$ cat src/design/endpoint_text_parser_assert.svh
// assertion macros for the endpoint text parser
`ifndef ENDPOINT_TEXT_PARSER_ASSERT_SVH
`define ENDPOINT_TEXT_PARSER_ASSERT_SVH

// condition holds at every clock edge outside reset
`define EPT_ASSERT(label, cond, msg) \
	label: assert property (@(posedge clk) disable iff (!arst_n) (cond)) else $error(msg);

// antecedent implies consequent at the same edge
`define EPT_ASSERT_IMPLIES(label, ante, cons, msg) \
	label: assert property (@(posedge clk) disable iff (!arst_n) (ante) |-> (cons)) \
		else $error(msg);

`endif

$ cat src/design/ept_pkg.sv
package ept_pkg;

	typedef enum logic [1:0] {
		VERDICT_IPV4_OK,
		VERDICT_DNS_OK,
		VERDICT_DNS_NOT_CANONICAL,
		VERDICT_DNS_BAD_PORT
	} verdict_t;

	typedef enum logic [2:0] {
		REASON_OK,
		REASON_COLON_COUNT,
		REASON_MALFORMED,
		REASON_OCTET,
		REASON_EXTRA_OCTETS,
		REASON_PORT,
		REASON_ZERO_ADDR
	} ipv4_reason_t;

	typedef struct packed {
		logic nonempty;
		logic multi;
		logic leadzero;
		logic badchar;
	} field_flags_t;

	typedef struct packed {
		logic valid;
		logic numeric;
		logic prev_hyph;
		logic start_hyph;
		logic too_long;
	} dns_flags_t;

	localparam logic [7:0] CHAR_ZERO   = 8'h30;
	localparam logic [7:0] CHAR_NINE   = 8'h39;
	localparam logic [7:0] CHAR_LOWER_A = 8'h61;
	localparam logic [7:0] CHAR_LOWER_Z = 8'h7a;
	localparam logic [7:0] CHAR_DOT    = 8'h2e;
	localparam logic [7:0] CHAR_COLON  = 8'h3a;
	localparam logic [7:0] CHAR_HYPHEN = 8'h2d;

	localparam logic [6:0] MAX_LABEL_BYTES = 7'd63;
	localparam logic [6:0] LABEL_SAT       = 7'd64;
	localparam logic [7:0] MAX_NAME_BYTES  = 8'd253;
	localparam logic [7:0] HOST_COUNT_MAX  = 8'd255;
	localparam logic [7:0] HOSTNAME_LEN_RESET = 8'd253;
	localparam logic [1:0] LAST_OCTET = 2'd3;
	localparam logic [1:0] COLON_SAT  = 2'd2;
	localparam logic [1:0] COLON_ONE  = 2'd1;
	localparam logic [11:0] OCTET_LIMIT = 12'd256;
	localparam logic [20:0] PORT_LIMIT  = 21'd65536;

	localparam dns_flags_t DNS_FLAGS_RESET = '{valid: 1'b1, numeric: 1'b1, prev_hyph: 1'b0,
		start_hyph: 1'b0, too_long: 1'b0};

	function automatic logic is_digit(input logic [7:0] c);
		return (c >= CHAR_ZERO) && (c <= CHAR_NINE);
	endfunction

	function automatic ipv4_reason_t keep_reason(input ipv4_reason_t cur, input ipv4_reason_t r);
		return (cur == REASON_OK) ? r : cur;
	endfunction

	function automatic logic field_ok(input field_flags_t ff, input logic in_range);
		return ff.nonempty && !ff.badchar && !(ff.multi && ff.leadzero) && in_range;
	endfunction

	function automatic field_flags_t field_take(input field_flags_t ff, input logic [7:0] c);
		field_flags_t r;
		r = ff;
		if (ff.nonempty) begin
			r.multi = 1'b1;
		end else begin
			r.nonempty = 1'b1;
			if (c == CHAR_ZERO) begin
				r.leadzero = 1'b1;
			end
		end
		if (!is_digit(c)) begin
			r.badchar = 1'b1;
		end
		return r;
	endfunction

	function automatic logic [8:0] octet_take(input logic [8:0] acc, input logic [7:0] c);
		logic [11:0] wide;
		logic [11:0] prod;
		wide = {3'b000, acc};
		prod = (wide << 3) + (wide << 1) + {8'h00, c[3:0]};
		if (!is_digit(c) || acc[8]) begin
			return acc;
		end else if (prod > OCTET_LIMIT) begin
			return OCTET_LIMIT[8:0];
		end else begin
			return prod[8:0];
		end
	endfunction

	function automatic logic [16:0] port_take(input logic [16:0] acc, input logic [7:0] c);
		logic [20:0] wide;
		logic [20:0] prod;
		wide = {4'h0, acc};
		prod = (wide << 3) + (wide << 1) + {17'h00000, c[3:0]};
		if (!is_digit(c) || acc[16]) begin
			return acc;
		end else if (prod > PORT_LIMIT) begin
			return PORT_LIMIT[16:0];
		end else begin
			return prod[16:0];
		end
	endfunction

	function automatic logic label_bad(input logic [6:0] len, input dns_flags_t df);
		return (len == 7'd0) || (len > MAX_LABEL_BYTES) || df.start_hyph || df.prev_hyph;
	endfunction

endpackage

$ cat src/design/ept_if.sv
interface ept_text_if;
	logic       valid;
	logic       ready;
	logic [7:0] text_char;
	logic       is_last;

	modport source (output valid, output text_char, output is_last, input ready);
	modport sink (input valid, input text_char, input is_last, output ready);
endinterface

interface ept_result_if;
	logic                  valid;
	logic                  ready;
	ept_pkg::verdict_t     verdict;
	ept_pkg::ipv4_reason_t ipv4_reason;
	logic [31:0]           ipv4_address;
	logic [15:0]           port_number;
	logic [7:0]            hostname_length;

	modport source (output valid, output verdict, output ipv4_reason, output ipv4_address,
		output port_number, output hostname_length, input ready);
	modport sink (input valid, input verdict, input ipv4_reason, input ipv4_address,
		input port_number, input hostname_length, output ready);
endinterface

$ cat src/design/endpoint_text_parser.sv
// channel  | direction | payload
// text     | sink      | text_char, is_last
// result   | source    | verdict, ipv4_reason, ipv4_address, port_number, hostname_length
// cfg      | write     | max_hostname_length (cfg_wr_data)
//
// one character per cycle while the input is not stalled; a result passes from its
// last character through the input register, then the result register
// arst_n clears all parse state and sets max_hostname_length to 253
// a last character waits in the input register while a prior result is not taken;
// other characters keep flowing while a result waits
module endpoint_text_parser (
	input logic clk,
	input logic arst_n,
	input logic cfg_wr_en,
	input logic [7:0] cfg_wr_data,
	ept_text_if.sink text,
	ept_result_if.source result
);

	logic       valid_s1;
	logic [7:0] char_s1;
	logic       is_last_s1;
	logic       advance;

	logic [7:0] max_len_q;

	logic                  phase_q, phase_d;
	logic [1:0]            colon_q, colon_d;
	logic [1:0]            octet_idx_q, octet_idx_d;
	logic [8:0]            octet_acc_q, octet_acc_d;
	logic [31:0]           addr_q, addr_d;
	ept_pkg::field_flags_t ff_q, ff_d;
	ept_pkg::ipv4_reason_t reason_q, reason_d;
	logic [16:0]           port_acc_q, port_acc_d;
	logic [7:0]            host_cnt_q, host_cnt_d;
	logic [6:0]            label_len_q, label_len_d;
	ept_pkg::dns_flags_t   dns_q, dns_d;

	logic is_dot, is_hyph, is_lower, is_dig;
	logic port_ok;

	ept_pkg::verdict_t     verdict_d;
	ept_pkg::ipv4_reason_t reason_out_d;
	logic [31:0]           addr_out_d;
	logic [15:0]           port_out_d;
	logic [7:0]            hlen_out_d;

	logic                  valid_s2;
	ept_pkg::verdict_t     verdict_s2;
	ept_pkg::ipv4_reason_t ipv4_reason_s2;
	logic [31:0]           ipv4_address_s2;
	logic [15:0]           port_number_s2;
	logic [7:0]            hostname_length_s2;

	assign advance = valid_s1 && (!is_last_s1 || !valid_s2 || result.ready);
	assign text.ready = !valid_s1 || advance;

	assign is_dot = (char_s1 == ept_pkg::CHAR_DOT);
	assign is_hyph = (char_s1 == ept_pkg::CHAR_HYPHEN);
	assign is_lower = (char_s1 >= ept_pkg::CHAR_LOWER_A) && (char_s1 <= ept_pkg::CHAR_LOWER_Z);
	assign is_dig = ept_pkg::is_digit(char_s1);

	always_ff @(posedge clk or negedge arst_n) begin
		if (!arst_n) begin
			max_len_q <= ept_pkg::HOSTNAME_LEN_RESET;
		end else if (cfg_wr_en) begin
			max_len_q <= cfg_wr_data;
		end
	end

	// input register
	always_ff @(posedge clk or negedge arst_n) begin
		if (!arst_n) begin
			valid_s1 <= 1'b0;
		end else if (text.ready) begin
			valid_s1 <= text.valid;
		end
	end

	always_ff @(posedge clk) begin
		if (text.valid && text.ready) begin
			char_s1 <= text.text_char;
			is_last_s1 <= text.is_last;
		end
	end

	// per-character update
	always_comb begin
		phase_d = phase_q;
		colon_d = colon_q;
		octet_idx_d = octet_idx_q;
		octet_acc_d = octet_acc_q;
		addr_d = addr_q;
		ff_d = ff_q;
		reason_d = reason_q;
		port_acc_d = port_acc_q;
		host_cnt_d = host_cnt_q;
		label_len_d = label_len_q;
		dns_d = dns_q;
		if (char_s1 == ept_pkg::CHAR_COLON) begin
			if (!phase_q) begin
				// close the host part
				if (octet_idx_q != ept_pkg::LAST_OCTET || !ff_q.nonempty) begin
					reason_d = ept_pkg::keep_reason(reason_q, ept_pkg::REASON_MALFORMED);
				end else if (!ept_pkg::field_ok(ff_q, !octet_acc_q[8])) begin
					reason_d = ept_pkg::keep_reason(reason_q, ept_pkg::REASON_OCTET);
				end else begin
					addr_d = {addr_q[23:0], octet_acc_q[7:0]};
				end
				if (ept_pkg::label_bad(label_len_q, dns_q) || dns_q.too_long ||
					host_cnt_q > max_len_q || host_cnt_q > ept_pkg::MAX_NAME_BYTES) begin
					dns_d.valid = 1'b0;
				end
				label_len_d = '0;
				dns_d.start_hyph = 1'b0;
				dns_d.prev_hyph = 1'b0;
				ff_d = '0;
				port_acc_d = '0;
				phase_d = 1'b1;
			end
			if (colon_q != ept_pkg::COLON_SAT) begin
				colon_d = colon_q + 2'd1;
			end
		end else if (!phase_q) begin
			if (is_dot && octet_idx_q != ept_pkg::LAST_OCTET) begin
				if (!ept_pkg::field_ok(ff_q, !octet_acc_q[8])) begin
					reason_d = ept_pkg::keep_reason(reason_q, ept_pkg::REASON_OCTET);
				end
				addr_d = {addr_q[23:0], octet_acc_q[7:0]};
				octet_idx_d = octet_idx_q + 2'd1;
				ff_d = '0;
				octet_acc_d = '0;
			end else begin
				ff_d = ept_pkg::field_take(ff_q, char_s1);
				octet_acc_d = ept_pkg::octet_take(octet_acc_q, char_s1);
			end
			if (host_cnt_q != ept_pkg::HOST_COUNT_MAX) begin
				host_cnt_d = host_cnt_q + 8'd1;
			end else begin
				dns_d.too_long = 1'b1;
			end
			if (!is_dig && !is_dot) begin
				dns_d.numeric = 1'b0;
			end
			if (is_dot) begin
				if (ept_pkg::label_bad(label_len_q, dns_q)) begin
					dns_d.valid = 1'b0;
				end
				label_len_d = '0;
				dns_d.start_hyph = 1'b0;
				dns_d.prev_hyph = 1'b0;
			end else begin
				if (label_len_q == 7'd0 && is_hyph) begin
					dns_d.start_hyph = 1'b1;
				end
				if (label_len_q != ept_pkg::LABEL_SAT) begin
					label_len_d = label_len_q + 7'd1;
				end
				dns_d.prev_hyph = is_hyph;
				if (!is_lower && !is_dig && !is_hyph) begin
					dns_d.valid = 1'b0;
				end
			end
		end else begin
			ff_d = ept_pkg::field_take(ff_q, char_s1);
			port_acc_d = ept_pkg::port_take(port_acc_q, char_s1);
		end
	end

	// verdict from the updated state
	always_comb begin
		port_ok = ept_pkg::field_ok(ff_d, !port_acc_d[16]) && (port_acc_d != 17'd0);
		verdict_d = ept_pkg::VERDICT_DNS_NOT_CANONICAL;
		reason_out_d = ept_pkg::REASON_COLON_COUNT;
		addr_out_d = '0;
		port_out_d = '0;
		hlen_out_d = '0;
		if (colon_d == ept_pkg::COLON_ONE) begin
			reason_out_d = reason_d;
			if (reason_out_d == ept_pkg::REASON_OK && !port_ok) begin
				reason_out_d = ept_pkg::REASON_PORT;
			end
			if (reason_out_d == ept_pkg::REASON_OK && addr_d == 32'd0) begin
				reason_out_d = ept_pkg::REASON_ZERO_ADDR;
			end
			priority if (reason_out_d == ept_pkg::REASON_OK) begin
				verdict_d = ept_pkg::VERDICT_IPV4_OK;
				addr_out_d = addr_d;
				port_out_d = port_acc_d[15:0];
			end else if (!dns_d.valid || (host_cnt_d != 8'd0 && dns_d.numeric)) begin
				verdict_d = ept_pkg::VERDICT_DNS_NOT_CANONICAL;
			end else if (!port_ok) begin
				verdict_d = ept_pkg::VERDICT_DNS_BAD_PORT;
			end else begin
				verdict_d = ept_pkg::VERDICT_DNS_OK;
				port_out_d = port_acc_d[15:0];
				hlen_out_d = host_cnt_d;
			end
		end
	end

	always_ff @(posedge clk or negedge arst_n) begin
		if (!arst_n) begin
			phase_q <= 1'b0;
			colon_q <= '0;
			octet_idx_q <= '0;
			octet_acc_q <= '0;
			addr_q <= '0;
			ff_q <= '0;
			reason_q <= ept_pkg::REASON_OK;
			port_acc_q <= '0;
			host_cnt_q <= '0;
			label_len_q <= '0;
			dns_q <= ept_pkg::DNS_FLAGS_RESET;
		end else if (advance) begin
			if (is_last_s1) begin
				phase_q <= 1'b0;
				colon_q <= '0;
				octet_idx_q <= '0;
				octet_acc_q <= '0;
				addr_q <= '0;
				ff_q <= '0;
				reason_q <= ept_pkg::REASON_OK;
				port_acc_q <= '0;
				host_cnt_q <= '0;
				label_len_q <= '0;
				dns_q <= ept_pkg::DNS_FLAGS_RESET;
			end else begin
				phase_q <= phase_d;
				colon_q <= colon_d;
				octet_idx_q <= octet_idx_d;
				octet_acc_q <= octet_acc_d;
				addr_q <= addr_d;
				ff_q <= ff_d;
				reason_q <= reason_d;
				port_acc_q <= port_acc_d;
				host_cnt_q <= host_cnt_d;
				label_len_q <= label_len_d;
				dns_q <= dns_d;
			end
		end
	end

	// result register
	always_ff @(posedge clk or negedge arst_n) begin
		if (!arst_n) begin
			valid_s2 <= 1'b0;
		end else if (advance && is_last_s1) begin
			valid_s2 <= 1'b1;
		end else if (result.ready) begin
			valid_s2 <= 1'b0;
		end
	end

	always_ff @(posedge clk) begin
		if (advance && is_last_s1) begin
			verdict_s2 <= verdict_d;
			ipv4_reason_s2 <= reason_out_d;
			ipv4_address_s2 <= addr_out_d;
			port_number_s2 <= port_out_d;
			hostname_length_s2 <= hlen_out_d;
		end
	end

	assign result.valid = valid_s2;
	assign result.verdict = verdict_s2;
	assign result.ipv4_reason = ipv4_reason_s2;
	assign result.ipv4_address = ipv4_address_s2;
	assign result.port_number = port_number_s2;
	assign result.hostname_length = hostname_length_s2;

`include "endpoint_text_parser_assert.svh"

	`EPT_ASSERT_IMPLIES(a_result_follows_last, $rose(valid_s2), $past(valid_s1 && is_last_s1),
		"result appeared without a last character")
	`EPT_ASSERT_IMPLIES(a_ipv4_ok_no_reason,
		valid_s2 && verdict_s2 == ept_pkg::VERDICT_IPV4_OK,
		ipv4_reason_s2 == ept_pkg::REASON_OK, "ipv4 verdict with a failure reason")
	`EPT_ASSERT_IMPLIES(a_address_only_ipv4,
		valid_s2 && verdict_s2 != ept_pkg::VERDICT_IPV4_OK,
		ipv4_address_s2 == 32'd0, "address reported on a non-ipv4 verdict")
	`EPT_ASSERT(a_counters_saturate,
		label_len_q <= ept_pkg::LABEL_SAT && colon_q <= ept_pkg::COLON_SAT,
		"label length or colon count past saturation")

endmodule

$ cat src/flat_wrapper.sv
// flat-port wrapper written by rule: the top's interface ports become plain ports
module endpoint_text_parser_flat 
  (clk, arst_n, cfg_wr_en, cfg_wr_data, text_valid, text_text_char, text_is_last, text_ready, result_valid, result_verdict, result_ipv4_reason, result_ipv4_address, result_port_number, result_hostname_length, result_ready);
  ept_text_if text_i ();
  ept_result_if result_i ();
  input logic clk;
  input logic arst_n;
  input logic cfg_wr_en;
  input logic [7:0] cfg_wr_data;
  input wire logic [$bits(text_i.valid)-1:0] text_valid;
  input wire logic [$bits(text_i.text_char)-1:0] text_text_char;
  input wire logic [$bits(text_i.is_last)-1:0] text_is_last;
  output wire logic [$bits(text_i.ready)-1:0] text_ready;
  output wire logic [$bits(result_i.valid)-1:0] result_valid;
  output wire logic [$bits(result_i.verdict)-1:0] result_verdict;
  output wire logic [$bits(result_i.ipv4_reason)-1:0] result_ipv4_reason;
  output wire logic [$bits(result_i.ipv4_address)-1:0] result_ipv4_address;
  output wire logic [$bits(result_i.port_number)-1:0] result_port_number;
  output wire logic [$bits(result_i.hostname_length)-1:0] result_hostname_length;
  input wire logic [$bits(result_i.ready)-1:0] result_ready;
  assign text_i.valid = text_valid;
  assign text_i.text_char = text_text_char;
  assign text_i.is_last = text_is_last;
  assign text_ready = text_i.ready;
  assign result_valid = result_i.valid;
  assign result_verdict = result_i.verdict;
  assign result_ipv4_reason = result_i.ipv4_reason;
  assign result_ipv4_address = result_i.ipv4_address;
  assign result_port_number = result_i.port_number;
  assign result_hostname_length = result_i.hostname_length;
  assign result_i.ready = result_ready;
  endpoint_text_parser u_core (.clk(clk), .arst_n(arst_n), .cfg_wr_en(cfg_wr_en), .cfg_wr_data(cfg_wr_data), .text(text_i), .result(result_i));
endmodule
$ cat config.mk
export PLATFORM = sky130hd
export DESIGN_NAME = endpoint_text_parser_flat
export DESIGN_NICKNAME = d
export VERILOG_FILES = /design/src/design/ept_pkg.sv /design/src/design/ept_if.sv /design/src/design/endpoint_text_parser.sv /design/src/flat_wrapper.sv
export VERILOG_INCLUDE_DIRS = /design/src /design/src/design
export SDC_FILE = /design/constraint.sdc
export NUM_CORES = 1
export LEC_CHECK = 0
export ABC_CLOCK_PERIOD_IN_PS = 4400
export BUFFER_PORTS_ARGS = -buffer_cell sky130_fd_sc_hd__buf_4
export CAP_MARGIN = 20
export CORE_MARGIN = 3
export CORE_UTILIZATION = 45
export CTS_CLUSTER_SIZE = 10
export DETAILED_ROUTE_END_ITERATION = 8
export PLACE_DENSITY = 0.65
export SLEW_MARGIN = 25
export SYNTH_ARGS = -nofsm -noshare
export SYNTH_HDL_FRONTEND = slang
export SYNTH_SLANG_ARGS = --single-unit
$ cat constraint.sdc
create_clock -name clk -period 4.4 [get_ports clk]
set_input_delay 0 -clock clk [delete_from_list [all_inputs] [get_ports clk]]
set_output_delay 0 -clock clk [all_outputs]
set_load 0.1 [all_outputs]
* Word level (Yosys, flattened, before mapping) *
Index checks and enable logic that the tools add are counted.

cells by class
  muxes and demuxes = 84
  equality and inequality tests = 13
  reductions and logical operators = 74
  $lt $le $gt $ge = 9
  bitwise operators = 2
  add/subtract/negate cells = 8

operators by type and width
  operator              count
  $mux 32               7
  $mux 17               6
  $mux 9                6
  $mux 16               3
  $mux 7                6
  $mux 3                13
  $eq 8x6->1 const B    4
  $logic_not 32->1      1
  $mux 8                4
  $mux 2                13
  $logic_and 1x1->1     22
  $add 20x18->21        1
  $add 21x4->21         1
  $gt 21x17->1 const B  1
  $mux 4                5
  $mux 1                19
  $reduce_bool 17->1    1
  $logic_not 1->1       16
  $logic_or 1x1->1      13
  $add 12x10->12        1
  $add 12x4->12         1
  $gt 12x9->1 const B   1
  $logic_not 3->1       4
  $reduce_and 4->1      3
  26 further kinds      38

word-level totals
  output and inout bits = 63
  logic and storage cells = 219
  bits of input ports = 22
  register bits after elaboration = 170

* Logic depth before layout (Yosys ltp) *
  depth after elaboration = 21
  gate-level depth with buffers = 13
  mapped depth without buffers = 13

* Least setup slack after synthesis *
Ideal clock, no wire load.

  kind = flip-flop to flip-flop
  start = reg u_core.port_acc_q[0]
  end = reg u_core.ipv4_reason_s2[0], in the netlist u_core.result.ipv4_reason[0], data pin
  required time = 4141 ps
  stages on the path, launching flop included = 10
  buffers on the path = 0
  clock period less this slack = 4257 ps
  setup slack = 143 ps
  library setup time = 259 ps
  data arrival time = 3998 ps
  cell sequence = dfrtp_1 -> fa_1 -> fa_1 -> or4_1 -> or4_1 -> or4_1 -> o41a_1 -> a311oi_2 -> o21ai_0 -> a211o_1

on the way
  word-level cells in the longest chain between the ends = 18
  elaborated cells between the ends (all ways) = 20
  those cells by class = 2 x add/sub; 1 x order compare; 9 x mux; 8 x reduce/logical

ends and longest elaborated chain
  element                                                     line                         source
  start, declared                                             endpoint_text_parser.sv:34   logic [16:0] port_acc_q, port_acc_d;
  start signal, assigned                                      endpoint_text_parser.sv:236  port_acc_q <= port_acc_d;
  $add 20x18->21                                              ept_pkg.sv:104               prod = (wide << 3) + (wide << 1) + {17'h00000, c[3:0]};
  $add 21x4->21                                               ept_pkg.sv:104
  $gt 21x17->1                                                ept_pkg.sv:107               end else if (prod > PORT_LIMIT) begin
  $mux 17                                                     ept_pkg.sv:107
  $mux 17                                                     ept_pkg.sv:105               if (!is_digit(c) || acc[16]) begin
  $mux 17                                                     endpoint_text_parser.sv:124  end else if (!phase_q) begin
  $mux 17 *                                                   endpoint_text_parser.sv:100  if (char_s1 == ept_pkg::CHAR_COLON) begin
  branches (longest 2 deep; another with $reduce_bool 17->1)  --
  $logic_and 1x1->1 *                                         endpoint_text_parser.sv:172  port_ok = ept_pkg::field_ok(ff_d, !port_acc_d[16]) && (port_acc_d != 17'd0);
  $logic_not 1->1 *                                           endpoint_text_parser.sv:180  if (reason_out_d == ept_pkg::REASON_OK && !port_ok) begin
  $logic_and 1x1->1 *                                         endpoint_text_parser.sv:180
  $mux 3 *                                                    endpoint_text_parser.sv:180
  $mux 3 *                                                    endpoint_text_parser.sv:178  if (colon_d == ept_pkg::COLON_ONE) begin
  $logic_not 3->1                                             endpoint_text_parser.sv:183  if (reason_out_d == ept_pkg::REASON_OK && addr_d == 32'd0) begin
  $logic_and 1x1->1                                           endpoint_text_parser.sv:183
  $mux 3 *                                                    endpoint_text_parser.sv:183
  $mux 3 *                                                    endpoint_text_parser.sv:178
  end signal, assigned                                        endpoint_text_parser.sv:258  ipv4_reason_s2 <= reason_out_d;
  end, declared                                               endpoint_text_parser.sv:50   ept_pkg::ipv4_reason_t ipv4_reason_s2;

Every way passes the cells marked *. The select of a mux whose other input is x is not followed.
A chain may end at the register's enable or synchronous reset.

* Worst setup path after layout *
  start = reg u_core.port_acc_q[2]
  end = reg u_core.ipv4_address_s2[23], in the netlist u_core.result.ipv4_address[23], data pin

on the way
  word-level cells in the longest chain between the ends = 20
  elaborated cells between the ends (all ways) = 22
  those cells by class = 2 x add/sub; 1 x order compare; 9 x mux; 10 x reduce/logical

ends and longest elaborated chain
  element                                                     line                         source
  $add 20x18->21                                              ept_pkg.sv:104
  $add 21x4->21                                               ept_pkg.sv:104
  $gt 21x17->1                                                ept_pkg.sv:107
  $mux 17                                                     ept_pkg.sv:107
  $mux 17                                                     ept_pkg.sv:105
  $mux 17                                                     endpoint_text_parser.sv:124
  $mux 17 *                                                   endpoint_text_parser.sv:100
  branches (longest 2 deep; another with $reduce_bool 17->1)  --
  [3 not listed]                                              --
  $mux 3 *                                                    endpoint_text_parser.sv:180
  $mux 3 *                                                    endpoint_text_parser.sv:178
  $logic_not 3->1                                             endpoint_text_parser.sv:183
  $logic_and 1x1->1                                           endpoint_text_parser.sv:183
  $mux 3 *                                                    endpoint_text_parser.sv:183
  $mux 3 *                                                    endpoint_text_parser.sv:178
  $logic_not 3->1 *                                           endpoint_text_parser.sv:186  priority if (reason_out_d == ept_pkg::REASON_OK) begin
  $reduce_and 2->1 (no source line) *                         --
  end signal, assigned                                        endpoint_text_parser.sv:259  ipv4_address_s2 <= addr_out_d;
  end, declared                                               endpoint_text_parser.sv:51   logic [31:0] ipv4_address_s2;

Marks and branches as above.

==> results.md <==
* Synth Cell Area at 0.00985 mm^2
* Die area at ~0.024 mm^2
* RSZ-0062 raised after global routing: yes
* Fin. Hold Viols at 0
* Hold crit path type: input port to asynchronous set/reset pin
* Period utilization at 101%
* Slowest stage cell, crit path: fa_1
* Flops & latches, synth at 170
* Cell taking the most area after synthesis: dfrtp_1
* Distinct cells, synth at 76
* Worst reg2reg path endpoint: u_core.result.ipv4_address[23]
* Violated checks: negative setup slack
* Compound-gate portion of the synthesized area at between 20% and 30%
* Worst endpoint required time at 4.69 ns
* Sink Count at 170
* Post-Synth Adder-Cell Area at under 10%
* Worst endpoint data arrival time at about 4.7 ns
* Delay-heaviest family, CP: simple AND/OR/NAND/NOR gates
* Post-Synth XOR/XNOR Area at between 1.5 and 2%
* Ant. Diodes at 0
* R2R depth at 11
* Synth-to-layout area growth at 22.2%
* Standard-cell rows at 53
* Starting density of the core at a little under half
* Root Buffer: clkbuf_16
* Total track usage at 21.6%
* Area contributors post-synth: dfrtp_1 23%, edfxtp_1 21%, ha_1 8.3%
* I/O Buffers at 84
* Core area at ~0.021 mm^2
* Leak at ~5.2 nW
* Simple-Gate Fraction of Synth Area at between 10% and 20%
* Worst setup SP type: flop
* Mapped Cells at approximately 1,000
* Synth top area share at a little under a quarter
* CTS buffer count at 17
* Nets@finish at between 1,000 and 1,500
* Starting DRT DRC Count at between 500 and 600
* Syn nets at between 1,000 and 1,500
* Util after Layout at ~57%
* Worst reg2reg setup slack at -0.02 ns
* Post-route DRC at 0
* Crit-path max FO at 32
* Clock Pin Slew Worst Setup and Hold Paths at roughly 0.080 ns
* Antenna viol nets, final at 0
* H-tree levels at 4
* Post-synth EDFFs at 70
* Initial antenna violation count at 0
* Clock Path Buffers at 2
* Worst-path cell chain: fa_1 -> fa_2 -> or4_1 -> or4_1 -> or4_4 -> o41a_1 -> a311oi_2 -> buf_4 -> o211ai_1 -> clkbuf_16 -> a21oi_1
* Vias in the first global route at around 8,000
* Crit. End Element: flop
* VDD IR-drop max at between 0.2 and 0.3 mV
* DIE WIDTH at roughly 150 um
* Drt pass-1 iters at 5
* Fmax achieved at roughly 230 MHz
* Slew Viols, Final at 0
* CTS tree: built
* Max-cap violations at 0
* First-pass GRT wire length at between 40,000 and 50,000 um
* Synth Flop Type: dfrtp_1
* Total global routing overflow at 0
* Fillers at around 1,900
* Tmin final at 4.42 ns
* Reg2Reg Launch Point: u_core.port_acc_q[2]
* Largest family of logic cells by synthesized area: compound AO/OA/AOI/OAI gates
* Worst-Skew Late Latency at roughly 0.44 ns
* Slew HR at a little under half
* Status: finished with violations
* Vias per cell at between 5 and 6
* Cell mode on critical path: or4_1
* Mux cell area share after synthesis at about 1.0%
* Power Density at approximately 320 mW/mm^2
* Syn Area/Cell at ~9.8 um^2
* # IOs at 85
* Final setup vio count at 17
* DRT Wirelength at 25,700 um
* Layout cells sized above 1 at roughly 17%
* Die height at about 150 um
* Final setup margin at -0.0231 ns
* Tot Pwr at around 3.8 mW
* Worst clock skew at 0.0147 ns
* Largest net degree at the start of global routing at 74
* GPL Wtd Cong at 0.914
* Crit path kind: flop to flop
* Routed vias at 8,382
* Post-synth ARST share at 58.8%
* DP HPWL at approximately 18,000 um
* Largest stage delay on the critical path at slightly above 0.6 ns
* Buffers & Inverters on Critical Path at 2
* Sequential area share after synthesis at 46.8%
* Worst slew pin tran at a little under 0.8 ns
* Wirelength per Cell at 18.0 um
* Yosys warnings at 0
==> layer usage <==
metal  up-vias  wire (um)  track usage, %
met1      4066      11600            29.8
met4         0        346            5.17
li1       4047          -               -
met2       243      12400            35.4
met3        26       1270            4.11
met5         -          0               0
==> metrics by stage <==
stage / setup WS (ns) / cell area, um^2 / cells / setup TNS [ns] / hold slack [ns]
2_1_floorplan: 0.143 / 9850 / 1009 / 0 / -0.296
3_3_place_gp: 0.0594 / 11000 / 1359 / 0 / 0.178
3_5_place_dp: -0.0172 / 11000 / 1359 / -0.0337 / 0.179
4_1_cts: 0.0232 / 12000 / 1426 / 0 / 0.267
5_1_grt: -0.132 / 12000 / 1429 / -4.41 / 0.217
6_report: -0.0231 / 12000 / 1429 / -0.176 / 0.134
==> power by group <==
group	switching [mW]	total, mW	internal [mW]
registers	0.0472	1.76	1.72
clock network	0.764	1.58	0.815
logic	0.348	0.502	0.154
total	1.16	3.85	2.69
==> state kept, by name (all words and copies together) (netlist names) <==
signal and cells:
u_core.result.hostname_length 8, u_core.octet_acc_q 9, u_core.phase_q 1, u_core.host_cnt_q 8
u_core.octet_idx_q 2, u_core.valid_s1 1, u_core.is_last_s1 1, u_core.char_s1 8
u_core.max_len_q 8, u_core.reason_q 3, u_core.colon_q 2, u_core.result.ipv4_reason 3
u_core.result.verdict 2, u_core.result.ipv4_address 32, u_core.result.valid 1, u_core.addr_q 32
u_core.ff_q 4, u_core.dns_q 5, u_core.label_len_q 7, u_core.result.port_number 16
u_core.port_acc_q 17
==> cells in the mapped netlist (all sizes together) (4+ instances only) <==
library cell and instances:
a21boi 6, and3 7, nand4 14, nor2b 6
a32o 8, xnor2 14, nand2b 9, o21ai 71
a211oi 10, mux2i 8, clkbuf 39, edfxtp 70
or3 6, nor2 64, o31ai 4, nor3 23
xor2 6, nand3 17, a32oi 4, o21a 6
or4 7, nand2 143, inv 39, a21o 20
o2111ai 4, dfrtp 91, buf 8, nor3b 4
nor4 20, and2 8, a21oi 78, a22oi 9
a31oi 10, o22ai 4, fa 4, a22o 37
dfstp 9, ha 65
==> worst register-to-register path, stage by stage, from the launching register on <==
cell	delay (ns)
dfrtp_1	0.40
fa_1	0.61
fa_2	0.44
or4_1	0.47
or4_1	0.50
or4_4	0.43
o41a_1	0.36
a311oi_2	0.34
buf_4	0.22
o211ai_1	0.12
clkbuf_16	0.22
a21oi_1	0.16
==> worst max path at each step <==
stage	to	start	depth (start not counted)
finish	u_core.result.ipv4_address[23]	u_core.port_acc_q[2]	11
global route	u_core.result.ipv4_address[31]	u_core.port_acc_q[2]	11
CTS	u_core.result.ipv4_address[3]	u_core.port_acc_q[0]	14
detailed placement	u_core.result.hostname_length[2]	u_core.port_acc_q[0]	10
global placement	u_core.result.hostname_length[2]	u_core.port_acc_q[0]	12
floorplan	u_core.result.ipv4_reason[0]	u_core.port_acc_q[0]	9
==> layout by cell type (no fill, tap or decap), types with 14 or more instances in the layout <==
master / count
a21o_1: 19
a21oi_1: 76
a22o_1: 37
buf_4: 119
clkbuf_16: 19
dfrtp_1: 91
dlygate4sd3_1: 35
edfxtp_1: 70
ha_1: 65
inv_1: 38
nand2_1: 143
nand3_1: 17
nand4_1: 14
nor2_1: 61
nor3_1: 20
nor4_1: 20
o21ai_0: 66
xnor2_1: 14
==> kinds of logic after synthesis <==
logic type / Yosys count
AND/OR/NAND/NOR: 344
AO/OA/AOI/OAI: 310
flip-flops: 170
buffers and inverters: 86
adder cells (fa/ha/maj): 69
XOR/XNOR: 20
multiplexers: 10
==> timing repair <==
item                                    in CTS  in global routing
pin swaps                                    0                  4
gates resized for setup                      1                 18
endpoints found under the setup margin       5                 64
gates cloned                                 0                  1
setup buffers                                0                  2
hold buffers                                35                  0
endpoints found under the hold margin       82                  0
==> area by class of cell <==
| cell class | count | area [um^2] | share of cell area (%) |
|---|---|---|---|
| sequential | 170 | 4620 | 38.3 |
| inverter | 39 | 146 | 1.22 |
| clock inverter | 14 | 183 | 1.52 |
| tap | 275 | 344 | 2.86 |
| multi-input combinational | 753 | 4980 | 41.4 |
| timing repair buffer | 160 | 1320 | 11.0 |
| clock buffer | 18 | 450 | 3.74 |
Power figures use the tool's default switching activity.
